<file path="config.mk">
export PLATFORM = sky130hd
export DESIGN_NAME = bfmd_ram
export DESIGN_NICKNAME = d
export VERILOG_FILES = /design/src/rtl/box_filter_mip_downsampler_unit_macros.svh /design/src/rtl/bfmd_ram.sv
export SDC_FILE = /design/constraint.sdc
export NUM_CORES = 2
export LEC_CHECK = 0
export BUFFER_PORTS_ARGS = -buffer_cell sky130_fd_sc_hd__buf_2
export CAP_MARGIN = 20
export CORE_MARGIN = 5
export CORE_UTILIZATION = 49
export DETAILED_ROUTE_END_ITERATION = 16
export GPL_ROUTABILITY_DRIVEN = 0
export PLACE_DENSITY_LB_ADDON = 0.15
export RECOVER_POWER = 100
export SLEW_MARGIN = 40
export SYNTH_ARGS = -nofsm -noshare
export SYNTH_HDL_FRONTEND = slang
export SYNTH_SLANG_ARGS = --single-unit
</file>
<file path="constraint.sdc">
create_clock -name clk -period 3.7 [get_ports clk]
set_input_delay 0.37 -clock clk [delete_from_list [all_inputs] [get_ports clk]]
set_output_delay 0.37 -clock clk [all_outputs]
set_load 0.01 [all_outputs]
</file>
<file path="src/rtl/box_filter_mip_downsampler_unit_macros.svh">
// Assertion macros for the box filter mip downsampler.
`ifndef BOX_FILTER_MIP_DOWNSAMPLER_UNIT_MACROS_SVH
`define BOX_FILTER_MIP_DOWNSAMPLER_UNIT_MACROS_SVH

`ifndef SYNTH

`define BFMD_ASSERT(lbl, clk, rst_n, prop, msg) \
	lbl: assert property (@(posedge clk) disable iff (!rst_n) prop) else $error(msg);

`define BFMD_ASSERT_ALWAYS(lbl, clk, prop, msg) \
	lbl: assert property (@(posedge clk) prop) else $error(msg);

`else

`define BFMD_ASSERT(lbl, clk, rst_n, prop, msg)

`define BFMD_ASSERT_ALWAYS(lbl, clk, prop, msg)

`endif

`endif

</file>
<file path="src/rtl/bfmd_ram.sv">
// Generic single-port-write, registered-read RAM.
module bfmd_ram #(
	parameter int unsigned WIDTH = 8,
	parameter int unsigned DEPTH = 256
) (
	input  logic                     clk,
	input  logic                     we,
	input  logic [$clog2(DEPTH)-1:0] waddr,
	input  logic [WIDTH-1:0]         wdata,
	input  logic                     re,
	input  logic [$clog2(DEPTH)-1:0] raddr,
	output logic [WIDTH-1:0]         rdata
);

	logic [WIDTH-1:0] mem_q [DEPTH];

	always_ff @(posedge clk) begin
		if (we) begin
			mem_q[waddr] <= wdata;
		end
		if (re) begin
			rdata <= mem_q[raddr];
		end
	end

endmodule

</file>
==> results.md <==
- Routed length per instance: 31.5 um
- Category of the most critical setup path: input pin to flop
- Source-to-sink clock delay at the later pin of the worst-skew pair: 850 ps
- Vertical die dimension: 413 um
- ANT nets after route: 0
- Die width: 413 um
- Dominant combinational cell family by area after synthesis: multiplexers
- Top post-synthesis cells by area: sky130_fd_sc_hd__edfxtp_1 (78%), sky130_fd_sc_hd__mux4_2 (13%), sky130_fd_sc_hd__mux2i_1 (1.7%), sky130_fd_sc_hd__nor2_1 (1.3%), sky130_fd_sc_hd__a22oi_1 (1.3%)
- Hold Path Depth: 3
- H-Tree Depth: 4
- EDFF count, synth: around 2100
- Number of warnings issued by yosys: 0
- Sequential cell area fraction in the yosys report: ~78%
- Layout overhead on the synthesized area: 13.8%
- Min Hold Slack: 238 ps
- Top cell type's share of synthesized area: approximately 78%
- Final net count: about 4200
- Final critical delay including setup and external delays: ~3500 ps
- Number of maximum-capacitance violations: 25
- Core Box Area: roughly 0.16 mm^2
- Pwr Density: roughly 530 mW/mm^2
- 1st-pass router iterations: 6
- Gate Count Post-Synth: 3733
- Wirelength, routed: 205 mm
- RSZ-0062 raised after global routing: no
- Total number of vias: ~39000
- Sinks on Clock Net: 2056
- I/O pin total: 35
- Arrival time of data at the critical path endpoint: 3860 ps
- Outcome: complete, but fails checks
- Post-synthesis cell type count: 54
- Max Buffers Root-to-Sink: 3
- Post-synthesis instance area: 0.0796 mm^2
- Flops & latches, synth: 2056
- Number of filler cells placed in the layout: 12400
- Hold buffers post-CTS: 6
- Post-synthesis adder-cell area fraction: 0%
- Startpoint types: input pin
- Ratio of cells with drive above 1 in the final layout: between 20% and 30%
- Clock-pin transition on the worst setup and hold timing paths: about 60 ps
- Async set-reset flop share out of synthesis: 0%
- Final HPWL from detailed placement: 129 mm
- Final standard cell area without fillers: a little over 0.09 mm^2
- Number of antenna violations at the first check in global routing: 17
- Most area-hungry cell type in the Yosys netlist: sky130_fd_sc_hd__edfxtp_1
- Skew final: 57.8 ps
- Root buffer cell: sky130_fd_sc_hd__clkbuf_16
- Final Max Tran Viols: 852
- Avg Cell Area, Syn: 21.3 um^2
- Critical R2R Launch: mem_q[131][4]
- Number of buffers created by CTS: 202
- CTS tree: done
- P_leak: 28.0 nW
- Count of port buffers added during placement: 34
- Number of hold violations in the final report: 0
- Hold crit path type: input pin to flop
- Largest net degree at the start of global routing: 118
- Min setup slack post-route: 206 ps
- Sum Neg Setup Slack: 0 ps
- Origin of the worst setup path: waddr[0]
- Compound-cell area share of the yosys netlist: 3.42%
- Hold path start: waddr[6]
- DRC Markers: 0
- Net Count, Synth: 3760
- Setup slack on the worst flop-to-flop path: 790 ps
- Worst-Margin Slew: 2920 ps
- Reg2Reg Depth: 7
- Worst slack after detailed placement: -80.2 ps
- Most used DFF post-synth: sky130_fd_sc_hd__edfxtp_1
- Setup-violating endpoint count in the final report: 0
- Number of instances in the placed design: slightly above 6000
- Share of the cycle needed by the critical path after routing: 94.4%
- Via count of the first global-routing pass: 39700
- Kind of capture point of the worst setup path: flop
- Share of cell area taken by muxes after synthesis: 14.6%
- GR Util All Layers: between 20% and 30%
- Count of standard-cell rows: 148
- Starting density of the core: 49.1%
- Final core utilization: around 56%
- Peak VDD IR: 0.000536 V
- Critical path peak fanout: 13
- Global-route congestion overflow total: 0
- Relative max-transition margin: -94.5%
- Post-DR vias/cell: 6.07
- Fraction of synthesized cell area in xor and xnor cells: 0%
- Total power draw: 48.3 mW
- Simple-gate share of the synthesized area: under 10%
- Number of standard cells in the layout, taps in and fillers out: between 6000 and 7000
- Total setup buffers inserted after CTS: 0
- CP required: 4070 ps
- Die Area: about 0.17 mm^2
- Achievable Freq: 286 MHz
- Failing checks: max-capacitance violations, max-slew violations
- Initial DRC count: ~4400
- PostCTS Resize Cnt: 0
- Global-route wire length before repair: 293 mm
- Dpl cell area: ~0.085 mm^2
critical path, stage by stage:
cell                       delay [ps]
sky130_fd_sc_hd__clkbuf_1         500
sky130_fd_sc_hd__nor2_1           220
sky130_fd_sc_hd__clkbuf_1         200
sky130_fd_sc_hd__nand3_1          110
sky130_fd_sc_hd__clkbuf_1        1690
sky130_fd_sc_hd__nor2_1           740
power by group:
| part | internal (mW) | switching [mW] | leakage [nW] |
|---|---|---|---|
| Clock | 11.4 | 8.71 | 3.15 |
| Sequential | 25.7 | 0.0360 | 18.5 |
| Combinational | 0.889 | 1.58 | 6.35 |
cell type report:
type / instances / area, um^2 / area share [%]
Clock buffer: 245 / 5260 / 5.80
Tap cell: 2175 / 2720 / 3.00
Antenna cell: 7 / 17.5 / 0.0193
Timing Repair Buffer: 456 / 3130 / 3.45
Multi-Input combinational cell: 1442 / 16500 / 18.2
Clock inverter: 121 / 1220 / 1.34
Sequential cell: 2056 / 61700 / 68.1
Inverter: 2 / 7.51 / 0.00828
layout by cell type (no fill, tap or decap), types with 32 or more instances in the layout:
master and instances:
sky130_fd_sc_hd__nand2_1 33, sky130_fd_sc_hd__edfxtp_1 2056, sky130_fd_sc_hd__mux4_2 454, sky130_fd_sc_hd__clkbuf_1 275, sky130_fd_sc_hd__a21oi_1 96, sky130_fd_sc_hd__clkbuf_16 204, sky130_fd_sc_hd__clkinv_2 34, sky130_fd_sc_hd__nor2_1 279
sky130_fd_sc_hd__mux2i_1 134, sky130_fd_sc_hd__clkinv_1 53, sky130_fd_sc_hd__o221ai_1 46, sky130_fd_sc_hd__buf_4 144, sky130_fd_sc_hd__a22oi_1 133, sky130_fd_sc_hd__nand3_1 32, sky130_fd_sc_hd__buf_12 39
metal layers:
metal  part of all wire (%)  global-route usage, %  up-vias
met5                  0.016                      0        -
met4                    3.0                   7.45        6
met3                    8.5                   5.48      311
met2                     48                   38.1     1608
met1                     41                   34.4    21000
li1                       -                      -    16600
final timing paths:
check	endpoint
worst min-delay path	mem_q[210][1]
worst max-delay path	mem_q[68][3]
worst min register to register	rdata[3]
worst max register to register	rdata[4]
flip-flops by register name (all words and copies together) (netlist names):
| signal | cells |
|---|---|
| mem_q | 2048 |
| rdata | 8 |
cells in the mapped netlist (28+ instances only):
cell type / instances
sky130_fd_sc_hd__a21oi_1: 96
sky130_fd_sc_hd__a22oi_1: 133
sky130_fd_sc_hd__buf_2: 31
sky130_fd_sc_hd__clkbuf_1: 111
sky130_fd_sc_hd__edfxtp_1: 2056
sky130_fd_sc_hd__mux2i_1: 134
sky130_fd_sc_hd__mux4_2: 454
sky130_fd_sc_hd__nand2_1: 33
sky130_fd_sc_hd__nand3_1: 34
sky130_fd_sc_hd__nor2_1: 282
sky130_fd_sc_hd__nor2b_1: 31
sky130_fd_sc_hd__o221ai_1: 46
sky130_fd_sc_hd__o22ai_1: 28
kinds of logic (layout without fill, tap and decap cells):
logic type | Yosys count | in the layout
AO/OA/AOI/OAI | 385 | 385
buffers and inverters | 235 | 824
flip-flops | 2056 | 2056
multiplexers | 591 | 591
other | 0 | 7
AND/OR/NAND/NOR | 466 | 466
Power figures use the tool's default switching activity.
